[src/sv/asp_pkg.sv]
// ============================================================================
// asp_pkg
// Shared types, constants and reset values of the accelerometer step peak
// detector: event and trend codes, configuration indexes, queue defaults.
// ============================================================================
package asp_pkg;

  // Field widths
  localparam int unsigned AccelW = 16;
  localparam int unsigned MagW   = 32;
  localparam int unsigned StepW  = 16;
  localparam int unsigned RunW   = 8;
  localparam int unsigned BoundW = 16;
  localparam int unsigned CfgIdxW  = 2;
  localparam int unsigned CfgDataW = 16;

  // Default depth of the queue between front and back (power of two, >= 2)
  localparam int unsigned QueueDepth = 4;

  // Configuration register indexes
  typedef logic [CfgIdxW-1:0] cfg_idx_t;
  localparam cfg_idx_t CFG_MAG_MIN  = 2'd0;
  localparam cfg_idx_t CFG_MAG_MAX  = 2'd1;
  localparam cfg_idx_t CFG_RISE_RUN = 2'd2;

  // Register reset values
  localparam logic [BoundW-1:0] MagMinReset  = 16'd20;
  localparam logic [BoundW-1:0] MagMaxReset  = 16'd50;
  localparam logic [RunW-1:0]   RiseRunReset = 8'd2;
  localparam logic [MagW-1:0]   MagMinSqReset = 32'(MagMinReset * MagMinReset);
  localparam logic [MagW-1:0]   MagMaxSqReset = 32'(MagMaxReset * MagMaxReset);

  // Saturation limits
  localparam logic [RunW-1:0]  RunMax  = '1;
  localparam logic [StepW-1:0] StepMax = '1;

  // Result event codes
  typedef enum logic [1:0] {
    WAVE_NONE   = 2'd0,
    WAVE_PEAK   = 2'd1,
    WAVE_VALLEY = 2'd2
  } wave_e;

  // Direction of the magnitude trace
  typedef enum logic [1:0] {
    TREND_NONE = 2'd0,
    TREND_RISE = 2'd1,
    TREND_FALL = 2'd2
  } trend_e;

  // Queue status seen by front and back
  typedef struct packed {
    logic full;
    logic empty;
  } q_status_t;

endpackage

[src/sv/asp_if.sv]
// ============================================================================
// asp_sample_if / asp_result_if
// Valid/ready channels: one accelerometer sample in, one detection result out.
// ============================================================================
interface asp_sample_if;
  logic                                 valid;
  logic                                 ready;
  logic signed [asp_pkg::AccelW-1:0]    accel_x;
  logic signed [asp_pkg::AccelW-1:0]    accel_y;
  logic signed [asp_pkg::AccelW-1:0]    accel_z;

  modport source (output valid, output accel_x, output accel_y, output accel_z,
                  input ready);
  modport sink   (input valid, input accel_x, input accel_y, input accel_z,
                  output ready);
endinterface

interface asp_result_if;
  logic                         valid;
  logic                         ready;
  logic [1:0]                   wave_event;
  logic [asp_pkg::StepW-1:0]    step_total;
  logic [asp_pkg::MagW-1:0]     magnitude_sq;

  modport source (output valid, output wave_event, output step_total,
                  output magnitude_sq, input ready);
  modport sink   (input valid, input wave_event, input step_total,
                  input magnitude_sq, output ready);
endinterface

[src/sv/asp_front.sv]
// ============================================================================
// asp_front
// Accepts samples, squares each axis into a register stage, then sums the
// squares and pushes the magnitude into the queue.
// ============================================================================
module asp_front (
  input  logic                      clk_i,
  input  logic                      rst_ni,
  asp_sample_if.sink                sample_i,
  input  asp_pkg::q_status_t        q_status_i,
  output logic                      push_o,
  output logic [asp_pkg::MagW-1:0]  push_mag_o
);

  logic                      s1_valid_q;
  logic [asp_pkg::MagW-1:0]  sq_x_q, sq_y_q, sq_z_q;
  logic [asp_pkg::AccelW-1:0] abs_x, abs_y, abs_z;
  logic                      take;

  // Absolute value; 0x8000 maps onto itself, which is the right magnitude
  function automatic logic [asp_pkg::AccelW-1:0] abs_of(
      input logic [asp_pkg::AccelW-1:0] v);
    abs_of = v[asp_pkg::AccelW-1] ? (~v + 1'b1) : v;
  endfunction

  assign abs_x = abs_of(sample_i.accel_x);
  assign abs_y = abs_of(sample_i.accel_y);
  assign abs_z = abs_of(sample_i.accel_z);

  // Stage drains into the queue whenever there is room
  assign push_o         = s1_valid_q && !q_status_i.full;
  assign sample_i.ready = !s1_valid_q || !q_status_i.full;
  assign take           = sample_i.valid && sample_i.ready;

  // Sum of three squares stays below 2^32
  assign push_mag_o = sq_x_q + sq_y_q + sq_z_q;

  // Stage valid
  always_ff @(posedge clk_i or negedge rst_ni) begin
    if (!rst_ni) begin
      s1_valid_q <= 1'b0;
    end else if (sample_i.ready) begin
      s1_valid_q <= sample_i.valid;
    end
  end

  // Squares, one multiplier per axis
  always_ff @(posedge clk_i) begin
    if (take) begin
      sq_x_q <= asp_pkg::MagW'(abs_x) * asp_pkg::MagW'(abs_x);
      sq_y_q <= asp_pkg::MagW'(abs_y) * asp_pkg::MagW'(abs_y);
      sq_z_q <= asp_pkg::MagW'(abs_z) * asp_pkg::MagW'(abs_z);
    end
  end

endmodule

[src/sv/asp_queue.sv]
// ============================================================================
// asp_queue
// Small FIFO of magnitudes that decouples the front from the back.
// ============================================================================
module asp_queue #(
  parameter int unsigned Depth = asp_pkg::QueueDepth
) (
  input  logic                      clk_i,
  input  logic                      rst_ni,
  input  logic                      push_i,
  input  logic [asp_pkg::MagW-1:0]  push_mag_i,
  input  logic                      pop_i,
  output logic [asp_pkg::MagW-1:0]  head_mag_o,
  output asp_pkg::q_status_t        status_o
);

  localparam int unsigned PtrW = $clog2(Depth);
  localparam int unsigned CntW = $clog2(Depth + 1);

  logic [asp_pkg::MagW-1:0] mem_q [Depth];
  logic [PtrW-1:0]          wr_ptr_q, rd_ptr_q;
  logic [CntW-1:0]          count_q;

  assign status_o.full  = (count_q == CntW'(Depth));
  assign status_o.empty = (count_q == '0);
  assign head_mag_o     = mem_q[rd_ptr_q];

  // Pointers and fill count
  always_ff @(posedge clk_i or negedge rst_ni) begin
    if (!rst_ni) begin
      wr_ptr_q <= '0;
      rd_ptr_q <= '0;
      count_q  <= '0;
    end else begin
      if (push_i) begin
        wr_ptr_q <= wr_ptr_q + 1'b1;
      end
      if (pop_i) begin
        rd_ptr_q <= rd_ptr_q + 1'b1;
      end
      if (push_i && !pop_i) begin
        count_q <= count_q + 1'b1;
      end else if (pop_i && !push_i) begin
        count_q <= count_q - 1'b1;
      end
    end
  end

  // Storage
  always_ff @(posedge clk_i) begin
    if (push_i) begin
      mem_q[wr_ptr_q] <= push_mag_i;
    end
  end

endmodule

[src/sv/asp_back.sv]
// ============================================================================
// asp_back
// Holds the configuration and the detector state, classifies each magnitude
// against the previous one and registers the result for the output channel.
// ============================================================================
module asp_back (
  input  logic                          clk_i,
  input  logic                          rst_ni,
  input  logic                          cfg_we_i,
  input  asp_pkg::cfg_idx_t             cfg_idx_i,
  input  logic [asp_pkg::CfgDataW-1:0]  cfg_data_i,
  input  asp_pkg::q_status_t            q_status_i,
  input  logic [asp_pkg::MagW-1:0]      head_mag_i,
  output logic                          pop_o,
  asp_result_if.source                  result_o
);

  // Configuration: window bounds kept already squared
  logic [asp_pkg::MagW-1:0]  lo_sq_q, hi_sq_q;
  logic [asp_pkg::RunW-1:0]  min_run_q;
  logic [asp_pkg::MagW-1:0]  cfg_sq;

  // Detector state
  logic [asp_pkg::MagW-1:0]  prev_q;
  asp_pkg::trend_e           trend_q, trend_d;
  logic [asp_pkg::RunW-1:0]  run_q, run_d;
  logic [asp_pkg::StepW-1:0] step_q, step_d;

  // Output register
  logic                      out_valid_q;
  asp_pkg::wave_e            event_q, event_d;
  logic [asp_pkg::StepW-1:0] out_step_q;
  logic [asp_pkg::MagW-1:0]  out_mag_q;

  logic                      active, rise, in_window, qualify;
  logic [asp_pkg::RunW-1:0]  run_before;

  assign cfg_sq = asp_pkg::MagW'(cfg_data_i[asp_pkg::BoundW-1:0]) *
                  asp_pkg::MagW'(cfg_data_i[asp_pkg::BoundW-1:0]);

  // Configuration writes
  always_ff @(posedge clk_i or negedge rst_ni) begin
    if (!rst_ni) begin
      lo_sq_q   <= asp_pkg::MagMinSqReset;
      hi_sq_q   <= asp_pkg::MagMaxSqReset;
      min_run_q <= asp_pkg::RiseRunReset;
    end else if (cfg_we_i) begin
      unique case (cfg_idx_i)
        asp_pkg::CFG_MAG_MIN:  lo_sq_q   <= cfg_sq;
        asp_pkg::CFG_MAG_MAX:  hi_sq_q   <= cfg_sq;
        asp_pkg::CFG_RISE_RUN: min_run_q <= cfg_data_i[asp_pkg::RunW-1:0];
        default: ;
      endcase
    end
  end

  // Take the queue head when the output register is free or draining
  assign pop_o = !q_status_i.empty && (!out_valid_q || result_o.ready);

  // Classification of the head against the previous magnitude
  assign active     = (prev_q != '0);
  assign rise       = (head_mag_i >= prev_q);
  assign run_before = rise ? '0 : run_q;
  assign in_window  = (prev_q >= lo_sq_q) && (prev_q <= hi_sq_q);
  assign qualify    = (run_before >= min_run_q) || in_window;

  always_comb begin
    trend_d = trend_q;
    run_d   = run_q;
    step_d  = step_q;
    event_d = asp_pkg::WAVE_NONE;
    if (active) begin
      if (rise) begin
        trend_d = asp_pkg::TREND_RISE;
        if (run_q != asp_pkg::RunMax) begin
          run_d = run_q + 1'b1;
        end
        if (trend_q != asp_pkg::TREND_RISE) begin
          event_d = asp_pkg::WAVE_VALLEY;
        end
      end else begin
        trend_d = asp_pkg::TREND_FALL;
        run_d   = '0;
        // Change to falling counts as a step when qualified
        if (trend_q != asp_pkg::TREND_FALL && qualify) begin
          event_d = asp_pkg::WAVE_PEAK;
          if (step_q != asp_pkg::StepMax) begin
            step_d = step_q + 1'b1;
          end
        end
      end
    end
  end

  // State and output valid
  always_ff @(posedge clk_i or negedge rst_ni) begin
    if (!rst_ni) begin
      prev_q      <= '0;
      trend_q     <= asp_pkg::TREND_NONE;
      run_q       <= '0;
      step_q      <= '0;
      out_valid_q <= 1'b0;
    end else begin
      if (pop_o) begin
        prev_q  <= head_mag_i;
        trend_q <= trend_d;
        run_q   <= run_d;
        step_q  <= step_d;
      end
      if (pop_o) begin
        out_valid_q <= 1'b1;
      end else if (result_o.ready) begin
        out_valid_q <= 1'b0;
      end
    end
  end

  // Result payload
  always_ff @(posedge clk_i) begin
    if (pop_o) begin
      event_q    <= event_d;
      out_step_q <= step_d;
      out_mag_q  <= head_mag_i;
    end
  end

  assign result_o.valid        = out_valid_q;
  assign result_o.wave_event   = event_q;
  assign result_o.step_total   = out_step_q;
  assign result_o.magnitude_sq = out_mag_q;

endmodule

[src/sv/accel_step_peak_detector.sv]
// ============================================================================
// accel_step_peak_detector
// Step counter on the squared magnitude of three-axis accelerometer samples:
// peaks after a run of rises or inside a window count as steps.
// ============================================================================
//  port       | dir | handshake     | transaction
//  -----------+-----+---------------+-----------------------------------------
//  sample_i   | in  | valid/ready   | accel_x, accel_y, accel_z (s16 each)
//  result_o   | out | valid/ready   | wave_event, step_total, magnitude_sq
//  cfg_*_i    | in  | write enable  | index 0 min, 1 max, 2 min rise run
//
// One sample per cycle sustained while the queue has room (square register,
// queue, output register). Squaring takes one 16x16 multiplier per axis.
// Reset restores the register defaults and clears the detector state.
// Front and back stall independently through a queue of QDepth entries.
// ============================================================================
module accel_step_peak_detector #(
  parameter int unsigned QDepth = asp_pkg::QueueDepth
) (
  input  logic                          clk_i,
  input  logic                          rst_ni,
  asp_sample_if.sink                    sample_i,
  asp_result_if.source                  result_o,
  input  logic                          cfg_we_i,
  input  asp_pkg::cfg_idx_t             cfg_idx_i,
  input  logic [asp_pkg::CfgDataW-1:0]  cfg_data_i
);

  asp_pkg::q_status_t        q_status;
  logic                      push, pop;
  logic [asp_pkg::MagW-1:0]  push_mag, head_mag;

  // Squaring front
  asp_front u_front (
    .clk_i      (clk_i),
    .rst_ni     (rst_ni),
    .sample_i   (sample_i),
    .q_status_i (q_status),
    .push_o     (push),
    .push_mag_o (push_mag)
  );

  // Decoupling queue
  asp_queue #(
    .Depth (QDepth)
  ) u_queue (
    .clk_i      (clk_i),
    .rst_ni     (rst_ni),
    .push_i     (push),
    .push_mag_i (push_mag),
    .pop_i      (pop),
    .head_mag_o (head_mag),
    .status_o   (q_status)
  );

  // Detection back end
  asp_back u_back (
    .clk_i      (clk_i),
    .rst_ni     (rst_ni),
    .cfg_we_i   (cfg_we_i),
    .cfg_idx_i  (cfg_idx_i),
    .cfg_data_i (cfg_data_i),
    .q_status_i (q_status),
    .head_mag_i (head_mag),
    .pop_o      (pop),
    .result_o   (result_o)
  );

endmodule

[src/flat_wrapper.sv]
// flat-port wrapper written by rule: the top's interface ports become plain ports
module accel_step_peak_detector_flat 
#(
  parameter int unsigned QDepth = asp_pkg::QueueDepth
)
  (clk_i, rst_ni, cfg_we_i, cfg_idx_i, cfg_data_i, sample_i_valid, sample_i_accel_x, sample_i_accel_y, sample_i_accel_z, sample_i_ready, result_o_valid, result_o_wave_event, result_o_step_total, result_o_magnitude_sq, result_o_ready);
  asp_sample_if sample_i_i ();
  asp_result_if result_o_i ();
  input  logic clk_i;
  input  logic rst_ni;
  input  logic cfg_we_i;
  input  asp_pkg::cfg_idx_t cfg_idx_i;
  input  logic [asp_pkg::CfgDataW-1:0] cfg_data_i;
  input wire logic [$bits(sample_i_i.valid)-1:0] sample_i_valid;
  input wire logic [$bits(sample_i_i.accel_x)-1:0] sample_i_accel_x;
  input wire logic [$bits(sample_i_i.accel_y)-1:0] sample_i_accel_y;
  input wire logic [$bits(sample_i_i.accel_z)-1:0] sample_i_accel_z;
  output wire logic [$bits(sample_i_i.ready)-1:0] sample_i_ready;
  output wire logic [$bits(result_o_i.valid)-1:0] result_o_valid;
  output wire logic [$bits(result_o_i.wave_event)-1:0] result_o_wave_event;
  output wire logic [$bits(result_o_i.step_total)-1:0] result_o_step_total;
  output wire logic [$bits(result_o_i.magnitude_sq)-1:0] result_o_magnitude_sq;
  input wire logic [$bits(result_o_i.ready)-1:0] result_o_ready;
  assign sample_i_i.valid = sample_i_valid;
  assign sample_i_i.accel_x = sample_i_accel_x;
  assign sample_i_i.accel_y = sample_i_accel_y;
  assign sample_i_i.accel_z = sample_i_accel_z;
  assign sample_i_ready = sample_i_i.ready;
  assign result_o_valid = result_o_i.valid;
  assign result_o_wave_event = result_o_i.wave_event;
  assign result_o_step_total = result_o_i.step_total;
  assign result_o_magnitude_sq = result_o_i.magnitude_sq;
  assign result_o_i.ready = result_o_ready;
  accel_step_peak_detector #(.QDepth(QDepth)) u_core (.clk_i(clk_i), .rst_ni(rst_ni), .sample_i(sample_i_i), .result_o(result_o_i), .cfg_we_i(cfg_we_i), .cfg_idx_i(cfg_idx_i), .cfg_data_i(cfg_data_i));
endmodule
[config.mk]
export PLATFORM = sky130hd
export DESIGN_NAME = accel_step_peak_detector_flat
export DESIGN_NICKNAME = d
export VERILOG_FILES = /design/src/sv/asp_pkg.sv /design/src/sv/asp_if.sv /design/src/sv/asp_front.sv /design/src/sv/asp_queue.sv /design/src/sv/asp_back.sv /design/src/sv/accel_step_peak_detector.sv /design/src/flat_wrapper.sv
export SDC_FILE = /design/constraint.sdc
export NUM_CORES = 2
export LEC_CHECK = 0
export BUFFER_PORTS_ARGS = -buffer_cell sky130_fd_sc_hd__buf_2
export CORE_UTILIZATION = 24
export CTS_CLUSTER_SIZE = 20
export DETAILED_ROUTE_END_ITERATION = 12
export GPL_TIMING_DRIVEN = 0
export PLACE_DENSITY = 0.4
export SYNTH_ARGS = -nofsm -noshare
export SYNTH_HDL_FRONTEND = slang
export SYNTH_SLANG_ARGS = --single-unit
[constraint.sdc]
create_clock -name clk_i -period 11.4 [get_ports clk_i]
set_input_delay 1.71 -clock clk_i [delete_from_list [all_inputs] [get_ports clk_i]]
set_output_delay 1.71 -clock clk_i [all_outputs]
set_load 0.05 [all_outputs]
==> results_dict.tcl <==
set metrics [dict create \
    run_status "completed" \
    synth_area_sq_mm 0.0481 \
    relSlewSlack_pct 6.65 \
    io_buffers 121 \
    rsz0062_at_grt "false" \
    clk_latency_ns 0.63 \
    skew_ns 0.0751 \
    grt_max_degree 79 \
    clkTransAtPathRegs_ns 0.06 \
    holdWs_ns 0.476 \
    synth.area.mux_share_pct 1.98 \
    synth-edff-count 271 \
    ant_nets 0 \
    startpoint_type "input pin" \
    die_w_um 450 \
    totalWireLength_um 128000 \
    first_pass_iters 5 \
    post-route-period-util_pct 95.8 \
    cts_tree "yes" \
    path_class "in2reg" \
    grt_antenna_before_repair 5 \
    die_y_um 450 \
    synth-adder-area-share_pct 42.3 \
    routed_via_density 4.27 \
    ctsRootBufferMaster "clkbuf_16" \
    crit-reg2reg-launch "u_core.u_queue.rd_ptr_q[0]" \
    postSynthAreaPerCell_sq_um 10.1 \
    synthXorXnorAreaFrac_pct 4.38 \
    cp-end-kind "flop" \
    yosys.area_share.simple_pct 9.89 \
    yosysUniqueCellTypes 80 \
    synthFlopType "edfxtp_1" \
    startpoint "sample_i_accel_z[0]" \
    first_iter_violations 1591 \
    synth_seq_cells 408 \
    maxCapViolCount 0 \
    row_count 163 \
    tightest_slew_ns 1.40 \
    critPathSlowestCell "xor2_1" \
    synth_top_family_by_area "adder cells" \
    max_freq_ghz 0.0915 \
    nets 6270 \
    numCtsBuffers 47 \
    hpwl_um 107000 \
    hp-class "reg2reg" \
    drv_slew 0 \
    worstPathRequired_ns 11.74 \
    area_delta_synth_final_pct 12.3 \
    layout_common_cells "1035 x inv_1, 685 x fa_1, 529 x ha_1" \
    start_util_pct 24.3 \
    cp.arrival_ns 11.26 \
    layout_min_cycle_time_ns 10.92 \
    finalSetupTns_ns 0 \
    path_max_fanout 10 \
    grt_first_pass_wirelength_um 204000 \
    drc 0 \
    ys_seq_area_share_pct 24.1 \
    synth_compound_area_share_pct 8.32 \
    design.die.area_sq_mm 0.202 \
    gr-usage-all-layers_pct 12.9 \
    wire_per_inst_um 16.7 \
    cts_sinks 408 \
    ys_warn_count 0 \
    gp_congestion 0.807 \
    vias 32700 \
    diodes 0 \
    cp_common_cell "fa_1" \
    min-delay-start "u_core.u_back.hi_sq_q[27]" \
    io_pins 123 \
    drive_gt1_share_pct 5.87 \
    h-tree-depth 2 \
    postCtsHoldBufs 0 \
    postCtsResizedCells 2 \
    core_area_sq_mm 0.198 \
    post_cts_buffers 0 \
    final_common_cell "inv_1" \
    grt_pass1_vias 35600 \
    synth_cells 4774 \
    final_hold_viol_count 0 \
    setup_violations 0 \
    clockBufferDepth 3 \
    critPathMaxStageDelay_ns 0.97 \
    gr-total-overflow 0 \
    async_flop_share_pct 33.6 \
]
[state kept, by name (all words and copies together), names as in the netlist, 31 cells and up]
name and count:
u_core.u_back.hi_sq_q 31, u_core.u_queue.mem_q 128, u_core.u_back.result_o.magnitude_sq 32, u_core.u_back.lo_sq_q 31
u_core.u_front.sq_x_q 31, u_core.u_front.sq_z_q 31, u_core.u_front.sq_y_q 31, u_core.u_back.prev_q 32
[cell usage after synthesis, drive strengths merged (6+ instances only)]
| master | instances | area share [%] |
|---|---|---|
| o21ai | 192 | 2.0 |
| o22ai | 8 | 0.10 |
| a31oi | 10 | 0.13 |
| nand4 | 37 | 0.48 |
| nand2 | 428 | 3.3 |
| xor2 | 106 | 1.9 |
| a211o | 7 | 0.13 |
| nand2b | 25 | 0.33 |
| dfstp | 9 | 0.49 |
| a211oi | 19 | 0.30 |
| o31ai | 18 | 0.28 |
| xnor2 | 133 | 2.4 |
| nor4 | 18 | 0.23 |
| clkbuf | 99 | 0.77 |
| nor2b | 19 | 0.26 |
| nor2 | 289 | 2.3 |
| mux4 | 32 | 1.5 |
| or2 | 6 | 0.078 |
| clkinv | 22 | 0.17 |
| mux2 | 18 | 0.42 |
| o41ai | 7 | 0.13 |
| or4 | 11 | 0.19 |
| o211ai | 13 | 0.20 |
| fa | 685 | 29 |
| and2 | 64 | 0.83 |
| nor3 | 55 | 0.57 |
| and4 | 7 | 0.13 |
| o21a | 28 | 0.44 |
| edfxtp | 271 | 17 |
| a21boi | 7 | 0.11 |
| nand3 | 38 | 0.40 |
| inv | 1038 | 8.1 |
| a21o | 105 | 1.6 |
| ha | 529 | 14 |
| dfrtp | 128 | 6.7 |
| o21bai | 19 | 0.30 |
| and3 | 23 | 0.30 |
| a21oi | 169 | 1.8 |
| buf | 6 | 0.047 |
[final timing paths]
check	endpoint	slack [ns]	cells after the start
max	u_core.u_front.sq_z_q[30]	0.48	29
max reg2reg	u_core.u_back.result_o.step_total[7]	2.66	24
min	u_core.u_back.hi_sq_q[27]	0.48	2
min reg2reg	u_core.u_back.hi_sq_q[27]	0.48	2
min in group asynchronous	u_core.u_back.min_run_q[2]	1.05	1
max in group asynchronous	u_core.u_queue.count_q[0]	9.45	2
[cell type report]
cell class,instances,area (sq um)
clock buffer,52,1190
tap,2640,3300
sequential,408,11600
clock inverter,36,454
inverter,1060,3980
buffer,105,398
timing repair buffer,128,769
fill,21200,144000
multi-input combinational,3235,32300
[per-layer routing]
layer,global-route usage [%],part of all wire [%],vias up
li1,-,-,15700
met1,17.4,46,16400
met2,22.7,50,453
met3,1.13,3.2,93
met4,1.95,1.4,0
met5,0,0,-
[worst max-delay path, delay by kind of cell]
kind                       cells  cell delay (ns)
adders and majority gates      8             3.54
and+or+nand+nor                3             0.67
AOI/OAI and AO/OA              8             1.74
buffers and inverters          8             2.47
xor gates and xnor gates       2             1.11
[stage by stage]
step	utilization [%]	setup slack (ns)	cell area (sq um)	cells
after floorplan	-	2.12	48200	4808
after global placement	26.3	-0.859	52200	7569
after detailed placement	26.4	-0.892	52300	7576
after CTS	27.2	0.325	54000	7664
after global routing	27.2	0.0296	54000	7664
final	27.2	0.475	54000	7664
[cell families (layout without fill, tap and decap cells)]
logic type	Yosys count	count (layout)
compound gates	645	645
buf+inv	1165	1381
fa+ha+maj	1214	1214
flops	408	408
xor+xnor	239	239
other cells	2	36
simple gates	1048	1048
mux	53	53
Power is not shown: default switching activity piles up to over one toggle a cycle in this logic, so the estimate is an artifact.
